## config.mk

```make
export PLATFORM = sky130hd
export DESIGN_NAME = led_package_validator_top
export DESIGN_NICKNAME = d
export VERILOG_FILES = /design/src/hw/rtl/lpv_pkg.sv /design/src/hw/rtl/lpv_header_check.sv /design/src/hw/rtl/lpv_crc8.sv /design/src/hw/rtl/led_package_validator_top.sv
export SDC_FILE = /design/constraint.sdc
export NUM_CORES = 1
export LEC_CHECK = 0
export ABC_AREA = 1
export ABC_CLOCK_PERIOD_IN_PS = 18200
export BUFFER_PORTS_ARGS = -buffer_cell sky130_fd_sc_hd__buf_2
export CAP_MARGIN = 20
export CORE_MARGIN = 3
export CORE_UTILIZATION = 40
export CTS_CLUSTER_DIAMETER = 100
export DETAILED_ROUTE_END_ITERATION = 16
export PLACE_DENSITY = 0.56
export SKIP_LAST_GASP = 1
export SLEW_MARGIN = 25
export SYNTH_ARGS = -nofsm -noshare
export SYNTH_HDL_FRONTEND = slang
export SYNTH_SLANG_ARGS = --single-unit
```

## constraint.sdc

```tcl
create_clock -name clk -period 18.2 [get_ports clk]
set_input_delay 1.82 -clock clk [delete_from_list [all_inputs] [get_ports clk]]
set_output_delay 1.82 -clock clk [all_outputs]
set_load 0.02 [all_outputs]
```

## src/hw/rtl/lpv_pkg.sv

```systemverilog
// Shared types, codes and constants of the LED package validator.
package lpv_pkg;

	localparam int HEADER_BYTES = 32;
	localparam int PALETTE_MAX  = 16;

	localparam logic [31:0] CRC_POLY = 32'hEDB88320;
	localparam logic [31:0] ALL_ONES = 32'hFFFFFFFF;
	localparam logic [7:0]  ROLE_NONE = 8'd255;

	localparam logic [31:0] MAGIC_WORD  = 32'h3146454C;
	localparam logic [7:0]  VERSION_ONE = 8'd1;

	// Result status codes.
	localparam logic [2:0] ST_OK    = 3'd0;
	localparam logic [2:0] ST_TRUNC = 3'd1;
	localparam logic [2:0] ST_MAGIC = 3'd2;
	localparam logic [2:0] ST_TOPO  = 3'd3;
	localparam logic [2:0] ST_HDR   = 3'd4;
	localparam logic [2:0] ST_SIZE  = 3'd5;
	localparam logic [2:0] ST_CRC   = 3'd6;

	// Register indexes on the configuration port.
	localparam logic [2:0] REG_WIDTH      = 3'd0;
	localparam logic [2:0] REG_HEIGHT     = 3'd1;
	localparam logic [2:0] REG_RATE       = 3'd2;
	localparam logic [2:0] REG_TICKS      = 3'd3;
	localparam logic [2:0] REG_FRAME_SIZE = 3'd4;

	typedef struct packed {
		logic [7:0]  width;
		logic [7:0]  height;
		logic [7:0]  rate;
		logic [7:0]  ticks;
		logic [15:0] frame_size;
	} cfg_t;

	typedef struct packed {
		logic [2:0]  fault;    // ST_OK, ST_MAGIC, ST_TOPO or ST_HDR
		logic        size_ok;  // declared payload matches the layout
		logic [32:0] total;    // expected file length
	} verdict_t;

endpackage

```

## src/hw/rtl/lpv_header_check.sv

```systemverilog
// Combinational verdict on a complete 32-byte package header.
module lpv_header_check (
	input  logic [8*lpv_pkg::HEADER_BYTES-1:0] hdr,
	input  lpv_pkg::cfg_t                      cfg,
	output lpv_pkg::verdict_t                  verdict
);

	logic [7:0]  version, width, height, rate, ticks, frames, pal, flags;
	logic [7:0]  role_p, role_s, role_a;
	logic [15:0] frame_bytes, header_bytes;
	logic [31:0] magic, payload;
	logic [23:0] frame_total;
	logic [31:0] expected;
	logic        magic_bad, topo_bad, hdr_bad;

	function automatic logic role_ok(input logic [7:0] idx, input logic [7:0] p);
		return (idx == lpv_pkg::ROLE_NONE) || (idx < p);
	endfunction

	assign magic        = hdr[31:0];
	assign version      = hdr[39:32];
	assign width        = hdr[47:40];
	assign height       = hdr[55:48];
	assign rate         = hdr[63:56];
	assign ticks        = hdr[71:64];
	assign frames       = hdr[79:72];
	assign pal          = hdr[87:80];
	assign flags        = hdr[95:88];
	assign frame_bytes  = hdr[111:96];
	assign header_bytes = hdr[127:112];
	assign payload      = hdr[159:128];
	assign role_p       = hdr[199:192];
	assign role_s       = hdr[207:200];
	assign role_a       = hdr[215:208];

	assign magic_bad = (magic != lpv_pkg::MAGIC_WORD) || (version != lpv_pkg::VERSION_ONE);

	assign topo_bad = (width != cfg.width) || (height != cfg.height) ||
		(rate != cfg.rate) || (ticks != cfg.ticks) ||
		(frame_bytes != cfg.frame_size) ||
		(header_bytes != 16'(lpv_pkg::HEADER_BYTES)) || (flags != 8'd0);

	assign hdr_bad = (frames == 8'd0) || (frames > cfg.ticks) ||
		(pal == 8'd0) || (pal > 8'(lpv_pkg::PALETTE_MAX)) ||
		!role_ok(role_p, pal) || !role_ok(role_s, pal) || !role_ok(role_a, pal);

	assign frame_total = 24'(frames) * 24'(frame_bytes);
	assign expected    = 32'(pal) * 32'd3 + 32'(ticks) + 32'(frame_total);

	always_comb begin
		priority if (magic_bad) begin
			verdict.fault = lpv_pkg::ST_MAGIC;
		end else if (topo_bad) begin
			verdict.fault = lpv_pkg::ST_TOPO;
		end else if (hdr_bad) begin
			verdict.fault = lpv_pkg::ST_HDR;
		end else begin
			verdict.fault = lpv_pkg::ST_OK;
		end
		verdict.size_ok = (payload == expected);
		verdict.total   = {1'b0, payload} + 33'(lpv_pkg::HEADER_BYTES);
	end

endmodule

```

## src/hw/rtl/lpv_crc8.sv

```systemverilog
// Reflected CRC-32 update over one byte.
module lpv_crc8 (
	input  logic [31:0] crc_in,
	input  logic [7:0]  data,
	output logic [31:0] crc_out
);

	always_comb begin
		logic [31:0] c;
		c = crc_in ^ {24'd0, data};
		for (int k = 0; k < 8; k++) begin
			c = (c >> 1) ^ (c[0] ? lpv_pkg::CRC_POLY : 32'd0);
		end
		crc_out = c;
	end

endmodule

```

## src/hw/rtl/led_package_validator_top.sv

```systemverilog
// Top level of the LED package validator: input stage, stream state and result register.
// A byte is registered in the input stage; once the final byte advances, its result is
// loaded into the output register. Throughput: one byte per cycle, set by the byte-wide
// CRC step and counter update, except that a final byte waits while a result is unread.
// Reset clears the stream counter, CRC, header verdict, valid flags and registers to defaults;
// the header store is not cleared and is fully rewritten by each file before it is read.
module led_package_validator_top (
	input  logic        clk,
	input  logic        arst_n,
	input  logic        in_valid,
	output logic        in_ready,
	input  logic [7:0]  data_byte,
	input  logic        final_byte,
	output logic        out_valid,
	input  logic        out_ready,
	output logic [2:0]  status,
	output logic [31:0] payload_crc,
	input  logic        psel,
	input  logic        penable,
	input  logic        pwrite,
	input  logic [4:0]  paddr,
	input  logic [31:0] pwdata,
	output logic [31:0] prdata,
	output logic        pready
);

	lpv_pkg::cfg_t cfg_q;

	logic        valid_s1, fin_s1;
	logic [7:0]  byte_s1;
	logic        advance;

	logic [31:0] cnt_q, cnt_next;
	logic [31:0] crc_q, crc_upd, crc_next;
	logic [8*lpv_pkg::HEADER_BYTES-1:0] hdr_q;
	logic [2:0]  fault_q;
	logic        size_ok_q;
	logic [32:0] total_q;

	lpv_pkg::verdict_t verdict, verdict_use;
	logic        in_header, header_last;
	logic [2:0]  status_next;

	logic        out_valid_q;
	logic [2:0]  status_q;
	logic [31:0] crc_out_q;

	// Configuration port.
	assign pready = 1'b1;

	always_ff @(posedge clk or negedge arst_n) begin
		if (!arst_n) begin
			cfg_q.width      <= 8'd16;
			cfg_q.height     <= 8'd16;
			cfg_q.rate       <= 8'd30;
			cfg_q.ticks      <= 8'd60;
			cfg_q.frame_size <= 16'd128;
		end else if (psel && penable && pwrite) begin
			unique case (paddr[4:2])
				lpv_pkg::REG_WIDTH:      cfg_q.width      <= pwdata[7:0];
				lpv_pkg::REG_HEIGHT:     cfg_q.height     <= pwdata[7:0];
				lpv_pkg::REG_RATE:       cfg_q.rate       <= pwdata[7:0];
				lpv_pkg::REG_TICKS:      cfg_q.ticks      <= pwdata[7:0];
				lpv_pkg::REG_FRAME_SIZE: cfg_q.frame_size <= pwdata[15:0];
				default: ;
			endcase
		end
	end

	always_comb begin
		unique case (paddr[4:2])
			lpv_pkg::REG_WIDTH:      prdata = {24'd0, cfg_q.width};
			lpv_pkg::REG_HEIGHT:     prdata = {24'd0, cfg_q.height};
			lpv_pkg::REG_RATE:       prdata = {24'd0, cfg_q.rate};
			lpv_pkg::REG_TICKS:      prdata = {24'd0, cfg_q.ticks};
			lpv_pkg::REG_FRAME_SIZE: prdata = {16'd0, cfg_q.frame_size};
			default:                 prdata = 32'd0;
		endcase
	end

	// A word in the input stage moves on unless it would produce a result that has
	// nowhere to go.
	assign advance  = valid_s1 && (!fin_s1 || !out_valid_q || out_ready);
	assign in_ready = !valid_s1 || advance;

	always_ff @(posedge clk or negedge arst_n) begin
		if (!arst_n) begin
			valid_s1 <= 1'b0;
		end else if (in_ready) begin
			valid_s1 <= in_valid;
		end
	end

	always_ff @(posedge clk) begin
		if (in_ready && in_valid) begin
			byte_s1 <= data_byte;
			fin_s1  <= final_byte;
		end
	end

	// Stream processing of the word in the input stage.
	lpv_header_check u_check (
		.hdr     (hdr_q),
		.cfg     (cfg_q),
		.verdict (verdict)
	);

	lpv_crc8 u_crc (
		.crc_in  (crc_q),
		.data    (byte_s1),
		.crc_out (crc_upd)
	);

	assign in_header   = cnt_q < 32'(lpv_pkg::HEADER_BYTES);
	assign header_last = cnt_q == 32'(lpv_pkg::HEADER_BYTES - 1);
	assign cnt_next    = (cnt_q == lpv_pkg::ALL_ONES) ? cnt_q : cnt_q + 32'd1;
	assign crc_next    = in_header ? crc_q : crc_upd;

	// The last header byte is never checked, so the verdict can be taken from the
	// store in the same cycle that byte arrives.
	always_comb begin
		if (header_last) begin
			verdict_use = verdict;
		end else begin
			verdict_use.fault   = fault_q;
			verdict_use.size_ok = size_ok_q;
			verdict_use.total   = total_q;
		end
	end

	always_comb begin
		priority if (cnt_q < 32'(lpv_pkg::HEADER_BYTES - 1)) begin
			status_next = lpv_pkg::ST_TRUNC;
		end else if (verdict_use.fault != lpv_pkg::ST_OK) begin
			status_next = verdict_use.fault;
		end else if (!verdict_use.size_ok || ({1'b0, cnt_next} != verdict_use.total)) begin
			status_next = lpv_pkg::ST_SIZE;
		end else if ((crc_next ^ lpv_pkg::ALL_ONES) != hdr_q[191:160]) begin
			status_next = lpv_pkg::ST_CRC;
		end else begin
			status_next = lpv_pkg::ST_OK;
		end
	end

	always_ff @(posedge clk or negedge arst_n) begin
		if (!arst_n) begin
			cnt_q     <= 32'd0;
			crc_q     <= lpv_pkg::ALL_ONES;
			fault_q   <= lpv_pkg::ST_OK;
			size_ok_q <= 1'b0;
			total_q   <= 33'd0;
		end else if (advance) begin
			if (fin_s1) begin
				cnt_q   <= 32'd0;
				crc_q   <= lpv_pkg::ALL_ONES;
				fault_q <= lpv_pkg::ST_OK;
			end else begin
				cnt_q <= cnt_next;
				crc_q <= crc_next;
				if (header_last) begin
					fault_q   <= verdict.fault;
					size_ok_q <= verdict.size_ok;
					total_q   <= verdict.total;
				end
			end
		end
	end

	always_ff @(posedge clk) begin
		if (advance && in_header) begin
			hdr_q[8*cnt_q[4:0] +: 8] <= byte_s1;
		end
	end

	// Result register.
	always_ff @(posedge clk or negedge arst_n) begin
		if (!arst_n) begin
			out_valid_q <= 1'b0;
		end else if (advance && fin_s1) begin
			out_valid_q <= 1'b1;
		end else if (out_ready) begin
			out_valid_q <= 1'b0;
		end
	end

	always_ff @(posedge clk) begin
		if (advance && fin_s1) begin
			status_q  <= status_next;
			crc_out_q <= crc_next ^ lpv_pkg::ALL_ONES;
		end
	end

	assign out_valid   = out_valid_q;
	assign status      = status_q;
	assign payload_crc = crc_out_q;

endmodule
```

Word-level counts from Yosys, hierarchy flattened
Cells that the tools add are included.
W data, S select, Z words.
{ "totals": {"reg_bits": 451, "input_bits": 53, "wordCells": 136} }
{ "classes": {"n_addsub": 5, "mul": 2, "order_cmp": 7, "eq_ne": 20, "shift": 2, "n_mux": 25, "bitwise_logic": 11, "n_reduce_logical": 47} }
{ "op_table": {"columns": ["cell", "n"], "rows": [
  ["$mux W32", 12],
  ["$bwmux W256", 1],
  ["$shift A8 B34 Y256 const A", 1],
  ["$shiftx A8 B34 Y256", 1],
  ["$xor A31 B32 Y32", 8],
  ["$pmux W16 S5", 1],
  ["$mux W37", 1],
  ["$neg A8 Y34", 1],
  ["$add A32 B6 Y33 const B", 1],
  ["$ne A32 B33 Y1", 1],
  ["$add A32 B1 Y32 const B", 1],
  ["$add A32 B24 Y32", 1],
  ["$eq A32 B32 Y1", 1],
  ["$eq A32 B32 Y1 const B", 1],
  ["$eq A32 B5 Y1 const B", 1],
  ["$lt A32 B5 Y1 const B", 1],
  ["$lt A32 B6 Y1 const B", 1],
  ["$ne A32 B30 Y1 const B", 1],
  ["$ne A32 B32 Y1", 1],
  ["$ne A8 B8 Y1", 4],
  ["$not A32 Y32", 1],
  ["$xor A32 B8 Y32", 1],
  ["$eq A8 B8 Y1 const B", 3],
  ["$lt A8 B8 Y1", 3],
  ["24 further kinds", 70]
]} }

Logic depth before layout (Yosys ltp)
Gate-level depths: netlist of the first run.
{ "logic_depth": {"ltp_word": 23, "mapped_depth": 40, "mapped_depth_nobuf": 40} }

Hierarchy
Synthesis of the first run repeated with hierarchy kept, for this count alone.
{ "unflattened": {"cells_unflattened": 4006, "hier_area_um2": 31491.5} }
{ "modules_own_cells": {"columns": ["module", "instances", "cells_per_inst", "area_each_um2"], "rows": [
  ["led_package_validator_top", 1, 2575, 22175.0],
  ["lpv_header_check", 1, 1210, 8052.7],
  ["lpv_crc8", 1, 221, 1263.7]
]} }

Least setup slack after synthesis of the first run
OpenSTA, ideal clock, no wires.
{ "synth_timing": {"path_type": "register to register", "start": "reg hdr_q[81] (netlist bit)", "end": "reg status_q[2] (netlist: status[2]) (data pin)", "setup_ns": 0.249, "t_arrival_ns": 6.055, "t_required_ns": 17.951, "setup_slack_ns": 11.896, "stages_incl_launch_ff": 39, "period_less_slack_ns": 6.304, "cell_sequence": "edfxtp_1 > inv_1 > fa_1 > inv_1 > ha_1 > inv_1 > fa_1 > o21ai_0 > a21oi_1 > o21ai_0 > xnor2_1 > fa_1 > fa_1 > inv_1 > fa_1 > inv_1 > fa_1 > inv_1 > (+3 left out) > nand2_1 > nand2_1 > nand2_1 > nand3_1 > nand2_1 > nand3b_1 > nand2_1 > nand2_1 > nor2_1 > nand2_1 > nor2_1 > nand3_1 > nand2_1 > nand2_1 > nand2_1 > nand3_1 > nand2_1 > inv_1"} }
{ "synth_between": {"elab_chain_cells": 12, "elab_cells_between_ends": 29, "classes_between": "add/sub (2); mul (1); order compare (4); eq/ne (1); mux (6); reduce/logical (15)"} }
{ "synth_lines": {"columns": ["item", "line_no", "source"], "rows": [
  ["start, declared", "led_package_validator_top.sv:35", "logic [8*lpv_pkg::HEADER_BYTES-1:0] hdr_q;"],
  ["start signal, assigned by index", "led_package_validator_top.sv:171", "hdr_q[8*cnt_q[4:0] +: 8] <= byte_s1;"],
  ["branches (longest 9 deep; another with $add A32 B24 Y32)", null, null],
  ["$mux W37 *", "led_package_validator_top.sv:122", "if (header_last) begin"],
  ["branches (longest 1 deep; another with $mux W3)", null, null],
  ["$mux W3 *", "led_package_validator_top.sv:134", "end else if (verdict_use.fault != lpv_pkg::ST_OK) begin"],
  ["end signal, assigned", "led_package_validator_top.sv:188", "status_q <= status_next;"],
  ["end, declared", "led_package_validator_top.sv:45", "logic [2:0] status_q;"]
]} }
Every way passes the cells marked *.
A chain may end at the register's enable or synchronous reset.

Worst setup path in the final report of the first run
{ "layout_timing": {"start": "reg hdr_q[81] (netlist bit)", "end": "reg status_q[1] (netlist: status[1]) (data pin)"} }
Same word-level chain as after synthesis.

==> flow_summary.json, run 1 <==
{
  "fp.dieW_um": 276,
  "synth_ff_type": "edfxtp_1",
  "post_cts_resized": 0,
  "first_pass_iters": 6,
  "max_freq_mhz": 136,
  "port_buffers": 87,
  "first_global_vias": 23700,
  "synth_top_area_cell": "edfxtp_1",
  "fill_cells": 7373,
  "start_util": 0.405,
  "setup_slack_ns": 10.84,
  "ff_latch_area_um2": 11600,
  "cp-start-kind": "flip-flop",
  "htreeDepth": 2,
  "num_rows": 98,
  "period_share": 0.405,
  "synthTopCellsByCount": "nand2_1, inv_1, nor2_1, edfxtp_1, nand3_1",
  "tightestPinTransition_ns": 1.07,
  "synth_seq_cells": 411,
  "n_antenna_cell": 0,
  "avgRoutedWirePerCell_um": 18.5,
  "holdBufCountCts": 0,
  "setup_viol": 0,
  "fin_worst_skew_ns": 0.0186,
  "die_area_um2": 75900,
  "hold_viol": 0,
  "crit_path_max_fanout": 5,
  "peakVddDrop_mv": 0.0640,
  "timing.slew.headroom": 0.282,
  "rsz0062_at_grt": "no",
  "synth_edf_count": 260,
  "grt_overflow": 0,
  "gp_congestion": 0.921,
  "grt_usage": 0.239,
  "grt_pass1_wl_um": 139000,
  "path_clk_slew_ns": 0.06,
  "critPathMostFrequentCell": "nand2_1",
  "seq_area_frac_synth": 0.400,
  "grt_start_max_net_pins": 69,
  "crit_type": "reg2reg",
  "worstPathRequired_ns": 18.64,
  "yosysUniqueCellTypes": 51,
  "io_pins": 123,
  "synthMostInstantiatedCell": "nand2_1",
  "drt_iter0_drc": 2435,
  "multi_input_area_um2": 14700,
  "nets": 4160,
  "report.final.slew_viol_count": 0,
  "cts-root-buf": "clkbuf_16",
  "final_antenna_net_count": 0,
  "clk_path_buf_depth": 3,
  "clock_latency_ns": 0.61,
  "antenna_found_initial": 0,
  "max_cap_violations": 0,
  "die_h_um": 276,
  "whs_ns": 0.472,
  "syn_area_um2": 29100,
  "cts_tree": "done",
  "synth_area_leaders": "edfxtp_1, nand2_1, dfrtp_1",
  "yosys_warnings": 0,
  "p_per_area_nw_per_um2": 74.6,
  "vias": 24900,
  "cpPeakStageDelay_ns": 0.56,
  "status": "finished clean",
  "postSynthAreaPerCell_um2": 7.51,
  "total_power_mw": 2.38,
  "hpwl_um": 68700,
  "yosysTopAreaCellShare": 0.269,
  "tns_ns": 0,
  "drt_wl_total_um": 90300,
  "cts_buffers": 46,
  "syn_to_final_growth_pct": 9.69,
  "drive_gt1_frac": 0.0647,
  "coreArea_um2": 71700,
  "avgViaCountPerCell": 5.10,
  "cpMaxStageDelayCell": "fa_1",
  "drc": 0,
  "cp_data_arrival_time_ns": 7.81,
  "syn-instance-count": 3868,
  "min_path_type": "reg2reg",
  "dp_worst_setup_slack_ns": 10.80,
  "period_minus_slack_ns": 7.36,
  "cts_setup_buffers": 0,
  "crit_path_end_kind": "flip-flop",
  "leakage_nw": 15.7,
  "synthArstFlopShare": 0.367,
  "cts.sinks": 411
}
## where the power goes
| group | internal, mW | switching, mW |
|---|---|---|
| Clock | 0.540 | 0.407 |
| Sequential | 1.02 | 0.0339 |
| Combinational | 0.0832 | 0.292 |
| Total | 1.65 | 0.733 |
## metrics by stage
stage / cells / cell area, um^2 / utilization
finish: 4891 / 31900 / 0.444
global route: 4891 / 31900 / 0.444
CTS: 4891 / 31900 / 0.444
detailed placement: 4805 / 30300 / 0.423
global placement: 4805 / 30300 / 0.423
floorplan: 3883 / 29100 / -
## worst paths after layout
kind | from | endpoint | slack, ns | cells past startpoint
max in group asynchronous | arst_n | cnt_q[18] | 15.21 | 3
min in group asynchronous | arst_n | cfg_q[39] | 1.24 | 1
max | hdr_q[81] | status[1] | 10.84 | 35
min | total_q[22] | total_q[22] | 0.47 | 2
max reg2reg | hdr_q[81] | status[1] | 10.84 | 35
min reg2reg | total_q[22] | total_q[22] | 0.47 | 2
## state kept, by name, summed over array words and instances, names as in the netlist
signal,flops
hdr_q,216
cfg_q,48
total_q,33
cnt_q,32
crc_q,32
payload_crc,32
byte_s1,8
fault_q,3
status,3
fin_s1,1
out_valid,1
size_ok_q,1
valid_s1,1
## cell type report
class	instances	area share
multi-input cells	2747	0.461
flip-flops and latches	411	0.365
inverters	586	0.0690
well taps	950	0.0373
clock buffers	52	0.0368
repair buffers	111	0.0195
clock inverters	34	0.0113
## worst max-delay path, delay by kind of cell (launching register included)
family / cells / cell delay [ns]
AOI/OAI and AO/OA: 6 / 1.03
DFF: 1 / 0.42
buffers and inverters: 5 / 0.46
adders and majority gates: 8 / 3.41
and+or+nand+nor: 16 / 1.87
## cells in the final DEF (no fill, tap or decap), types with 5 or more instances in the layout
cell / instances
nand3_1: 244
nor4_1: 21
fa_1: 102
nand2_1: 1254
nand3b_1: 17
clkinv_2: 9
clkbuf_16: 46
nor2_1: 491
buf_2: 86
a21oi_1: 66
o21ai_0: 99
inv_1: 578
nand4_1: 82
dfrtp_1: 108
nand2_2: 9
a22oi_1: 16
edfxtp_1: 260
clkinv_1: 19
clkbuf_1: 6
o22ai_1: 36
ha_1: 102
conb_1: 17
o211ai_1: 7
buf_4: 24
xor2_1: 57
nor3_1: 35
bufinv_16: 5
nor2_4: 5
dfstp_2: 43
xnor2_1: 37
## cell families after synthesis
| group | after synthesis | share of synthesized area |
|---|---|---|
| other | 2 | 0.000258 |
| adders and majority gates | 204 | 0.114 |
| xor gates and xnor gates | 96 | 0.0294 |
| and+or+nand+nor | 2181 | 0.310 |
| DFF | 411 | 0.400 |
| buffers and inverters | 725 | 0.0974 |
| AOI/OAI and AO/OA | 249 | 0.0488 |
## per-layer routing
metal,up-vias,GRT usage,share of wire
li1,12300,-,-
met1,11800,0.332,0.45
met2,706,0.399,0.47
met3,120,0.0246,0.052
met4,0,0.0634,0.026
met5,-,0,0
No activity file was read; power rests on OpenSTA's default activity.
==> run 2, diff against run 1 <==
--- a/config.mk
+++ b/config.mk
@@ -6,7 +6,7 @@
 export NUM_CORES = 1
 export LEC_CHECK = 0
 export ABC_AREA = 1
-export ABC_CLOCK_PERIOD_IN_PS = 18200
+export ABC_CLOCK_PERIOD_IN_PS = 6820
 export BUFFER_PORTS_ARGS = -buffer_cell sky130_fd_sc_hd__buf_2
 export CAP_MARGIN = 20
 export CORE_MARGIN = 3
==> constraint.sdc (replaced) <==
create_clock -name clk -period 6.82 [get_ports clk]
set_input_delay 0.682 -clock clk [delete_from_list [all_inputs] [get_ports clk]]
set_output_delay 0.682 -clock clk [all_outputs]
set_load 0.02 [all_outputs]
==> run 2 against run 1 <==
Against the previous run: register-to-register slack got worse by 10 ns; first-iteration DRC count rose by 3.1%; global-route usage rose by 0.34 points; clock skew rose by 0.0018 ns; sequential share of layout area fell by 0.65 points; worst hold slack got worse by 0.21 ns; total power rose to 2.7 times the previous value; design area rose by 1.8%; critical path type unchanged.
==> flow_summary.json, run 2 (synthesis gave the netlist of run 1 again) <==
{
  "status": "finished clean",
  "power_frac_comb": 0.155,
  "whs_ns": 0.257,
  "dp_worst_setup_slack_ns": -0.258,
  "grt_overflow": 0,
  "setup_viol": 0,
  "cp-start-kind": "flip-flop",
  "timing.slew.headroom": 0.276,
  "ff_latch_area_um2": 11600,
  "avgViaCountPerCell": 5.13,
  "max_freq_mhz": 155,
  "clk_path_buf_depth": 3,
  "coreArea_um2": 71700,
  "peakVddDrop_mv": 0.208,
  "port_buffers": 87,
  "report.final.slew_viol_count": 0,
  "min_path_type": "in2reg",
  "cp-startpoint": "hdr_q[81]",
  "tightestPinTransition_ns": 1.08,
  "syn_to_final_growth_pct": 11.7,
  "dpl_cell_area_um2": 30500,
  "period_minus_slack_ns": 6.44,
  "nets": 4190,
  "hold_depth": 1,
  "die_h_um": 276,
  "cp_data_arrival_time_ns": 6.80,
  "setup_slack_ns": 0.376,
  "cp-endpoint": "status[2]",
  "crit_cells": 36,
  "io_pins": 123,
  "fin_util": 0.453,
  "p_sw_mw": 1.99,
  "swShare": 0.306,
  "final_cells": 4922,
  "layout_commonest_cell": "nand2_1",
  "fill_cells": 7183,
  "hpwl_um": 69600,
  "cts_buffers": 47,
  "avgRoutedWirePerCell_um": 18.7,
  "critPathMostFrequentCell": "nand2_1",
  "seqPwrFrac": 0.434,
  "crit_path_end_kind": "flip-flop",
  "final_antenna_net_count": 0,
  "grt_pass1_wl_um": 141000,
  "worst_r2r_path_depth": 36,
  "antenna_found_initial": 0,
  "worstPathRequired_ns": 7.18,
  "tns_ns": 0,
  "cts.sinks": 411,
  "start_util": 0.405,
  "rsz0062_at_grt": "yes",
  "first_global_vias": 24000,
  "path_clk_slew_ns": 0.06,
  "fin_worst_skew_ns": 0.0205,
  "crit_family": "adder cells",
  "first_pass_iters": 6,
  "multi_input_area_um2": 15000,
  "gp_congestion": 0.893,
  "final_area_um2": 32500,
  "place_inst": 4831,
  "fp.dieW_um": 276,
  "drt_iter0_drc": 2510,
  "r2r-start": "hdr_q[81]",
  "final_cell_mix": "nand2_1, inv_1, nor2_1, edfxtp_1, nand3_1",
  "hold_viol": 0,
  "p_clk_frac": 0.411,
  "vias": 25200,
  "cts_tree": "done",
  "drc": 0,
  "cts-root-buf": "clkbuf_16",
  "rrSetupSlack_ns": 0.38,
  "cpPeakStageDelay_ns": 0.58,
  "period_share": 0.945,
  "drive_gt1_frac": 0.0874,
  "total_power_mw": 6.51,
  "p_int_mw": 4.52,
  "grt_start_max_net_pins": 114,
  "clock_latency_ns": 0.61,
  "htreeDepth": 2,
  "crit_type": "reg2reg",
  "leakage_nw": 15.9,
  "reg2reg_to": "status[2]",
  "num_rows": 98,
  "max_cap_violations": 0,
  "largest_reg_flops": 216,
  "crit_path_max_fanout": 4,
  "die_area_um2": 75900,
  "cpMaxStageDelayCell": "fa_1",
  "p_per_area_nw_per_um2": 201,
  "drt_wl_total_um": 92100,
  "grt_usage": 0.242,
  "cp.buffers_inverters": 6
}
## run 2: worst min-delay path by stage
stage	start	end	slack (ns)
6_report	data_byte[2]	byte_s1[2]	0.26
5_1_grt	data_byte[1]	byte_s1[1]	0.23
4_1_cts	data_byte[2]	byte_s1[2]	0.23
3_5_place_dp	total_q[3]	total_q[3]	0.46
3_3_place_gp	total_q[14]	total_q[14]	0.46
2_1_floorplan	arst_n	cfg_q[0]	0.39
## run 2: repair_timing
item | 4_1_cts | 5_1_grt
buffers inserted | 0 | 2
setup endpoints to repair | 3 | 3
hold buffers | 1 | 0
endpoints found under the hold margin | 30 | 0
resized for setup | 5 | 65
pin swaps | 1 | 41
## run 2: power groups by stage
stage | combinational, mW | clock [mW] | sequential [mW]
after floorplan | 0.670 | 0 | 2.84
after global placement | 0.988 | 0 | 2.87
after detailed placement | 0.990 | 0 | 2.87
after CTS | 0.993 | 2.72 | 2.82
after global routing | 1.11 | 2.82 | 2.83
final | 1.01 | 2.68 | 2.82
## run 2: cell type report
class	count	share of cell area
clock inverter	26	0.0116
tap	950	0.0366
multi-input combinational	2747	0.461
clock buffer	61	0.0382
antenna	1	0.0000771
inverter	586	0.0678
sequential	411	0.359
timing repair buffer	140	0.0263
## run 2: metal layers
metal,share of wire,vias up,global-route usage
met4,0.037,0,0.0814
met1,0.44,12000,0.330
met2,0.47,766,0.403
li1,-,12300,-
met3,0.054,153,0.0278
met5,0,-,0
==> run 3, diff against run 2 <==
--- a/config.mk
+++ b/config.mk
@@ -14,6 +14,7 @@
 export CTS_CLUSTER_DIAMETER = 100
 export DETAILED_ROUTE_END_ITERATION = 16
 export PLACE_DENSITY = 0.56
+export REMOVE_ABC_BUFFERS = 1
 export SKIP_LAST_GASP = 1
 export SLEW_MARGIN = 25
 export SYNTH_ARGS = -nofsm -noshare
==> run 3 against run 2 <==
Against the previous run: register-to-register slack worse by 0.08 ns; global-route usage about the same; total power down 4.0%; largest cell class unchanged.
==> flow_summary.json, run 3 (synthesis gave the netlist of run 1 again) <==
{
  "fill_cells": 7328,
  "gp_congestion": 0.903,
  "final_area_um2": 32300,
  "p_sw_mw": 1.95,
  "p_per_area_nw_per_um2": 193,
  "first_global_vias": 24000,
  "clk_path_buf_depth": 3,
  "n_antenna_cell": 0,
  "status": "finished clean",
  "largest_reg_flops": 216,
  "tns_ns": 0,
  "antenna_found_initial": 0,
  "timing.slew.headroom": 0.294,
  "path_clk_slew_ns": 0.07,
  "avgViaCountPerCell": 5.12,
  "syn_to_final_growth_pct": 11.2,
  "hpwl_um": 69100,
  "num_rows": 98,
  "drt_wl_total_um": 91600,
  "cp_data_arrival_time_ns": 6.87,
  "grt_overflow": 0,
  "avgRoutedWirePerCell_um": 18.6,
  "io_pins": 123,
  "setup_viol": 0,
  "period_share": 0.956,
  "fp.dieW_um": 276,
  "die_area_um2": 75900,
  "dp_worst_setup_slack_ns": -0.265,
  "max_freq_mhz": 153,
  "report.final.slew_viol_count": 0,
  "grt_start_max_net_pins": 90,
  "first_pass_iters": 6,
  "leakage_nw": 15.9,
  "place_inst": 4837,
  "tightestPinTransition_ns": 1.05,
  "cpMaxStageDelayCell": "fa_1",
  "final_antenna_net_count": 0,
  "peakVddDrop_mv": 0.224,
  "period_minus_slack_ns": 6.52,
  "crit_path_end_kind": "flip-flop",
  "final_cell_mix": "nand2_1, inv_1, nor2_1, edfxtp_1, nand3_1",
  "coreArea_um2": 71700,
  "htreeDepth": 2,
  "setup_slack_ns": 0.300,
  "crit_path_max_fanout": 4,
  "total_power_mw": 6.25,
  "fin_worst_skew_ns": 0.0175,
  "cts-root-buf": "clkbuf_16",
  "holdBufCountCts": 0,
  "start_util": 0.405,
  "power_frac_comb": 0.161,
  "nets": 4191,
  "drive_gt1_frac": 0.0897,
  "cts_tree": "done",
  "dpl_cell_area_um2": 30600,
  "final_cells": 4920,
  "cp-start-kind": "flip-flop",
  "drt_iter0_drc": 2193,
  "min_path_type": "in2async",
  "hold_viol": 0,
  "seqPwrFrac": 0.452,
  "layout_commonest_cell": "nand2_1",
  "vias": 25200,
  "grt_usage": 0.242,
  "port_buffers": 87,
  "cts_buffers": 45,
  "cpPeakStageDelay_ns": 0.58,
  "p_clk_frac": 0.388,
  "swShare": 0.313,
  "worstPathRequired_ns": 7.17,
  "critPathMostFrequentCell": "nand2_1",
  "clock_latency_ns": 0.59,
  "cts.sinks": 411,
  "drc": 0,
  "p_int_mw": 4.30,
  "grt_pass1_wl_um": 141000,
  "die_h_um": 276,
  "crit_type": "reg2reg",
  "max_cap_violations": 0
}
==> run 3: path summary, 6_finish.rpt <==
| kind | start | to | slack, ns | cells after the start |
|---|---|---|---|---|
| worst max-delay path | hdr_q[82] | status[2] | 0.30 | 38 |
| worst min register to register | total_q[24] | total_q[24] | 0.48 | 2 |
| worst max register to register | hdr_q[82] | status[2] | 0.30 | 38 |
| worst min-delay path | arst_n | cnt_q[31] | 0.23 | 1 |
| min in group clk | data_byte[4] | byte_s1[4] | 0.27 | 1 |
| max in group asynchronous | arst_n | cfg_q[17] | 5.17 | 2 |
==> run 3: routing by layer <==
layer,global-route usage,vias to the layer above,routed length (um)
li1,-,12300,-
met1,0.336,12000,40200
met2,0.402,758,43400
met3,0.0251,139,5200
met4,0.0699,0,2800
met5,0,-,0
==> run 3: cell type report <==
| cell class | instances | area [um^2] | area share |
|---|---|---|---|
| flip-flops and latches | 411 | 11600 | 0.360 |
| clock buffers | 61 | 1220 | 0.0376 |
| repair buffers | 143 | 866 | 0.0268 |
| inverters | 586 | 2200 | 0.0680 |
| clock inverters | 22 | 215 | 0.00666 |
| multi-input cells | 2747 | 15000 | 0.464 |
| well taps | 950 | 1190 | 0.0368 |
==> run 3: worst max-delay path: cells and delay by family (launching register included) <==
family	cells	cell delay (ns)
DFF	1	0.42
buffers and inverters	4	0.30
AOI/OAI and AO/OA	4	0.53
xor gates and xnor gates	1	0.20
adders and majority gates	7	3.06
and+or+nand+nor	22	1.74
==> run 3: power by group through the flow <==
| stage | logic (mW) | clock network, mW | registers, mW |
|---|---|---|---|
| 2_1_floorplan | 0.601 | 0 | 2.84 |
| 3_3_place_gp | 0.986 | 0 | 2.87 |
| 3_5_place_dp | 0.986 | 0 | 2.87 |
| 4_1_cts | 0.989 | 2.45 | 2.82 |
| 5_1_grt | 1.10 | 2.56 | 2.83 |
| 6_report | 1.00 | 2.42 | 2.82 |
==> run 3: timing repair <==
| action | CTS | global route |
|---|---|---|
| endpoints found under the hold margin | 0 | 0 |
| endpoints found under the setup margin | 3 | 3 |
| gates resized for setup | 4 | 80 |
| pin swaps | 0 | 56 |
| setup buffers | 0 | 1 |
==> run 3: through the flow <==
step / util / hold slack [ns]
after global routing: 0.451 / 0.250
after detailed placement: 0.426 / 0.460
after floorplan: - / 0.386
final: 0.451 / 0.228
after global placement: 0.426 / 0.455
after CTS: 0.446 / 0.238
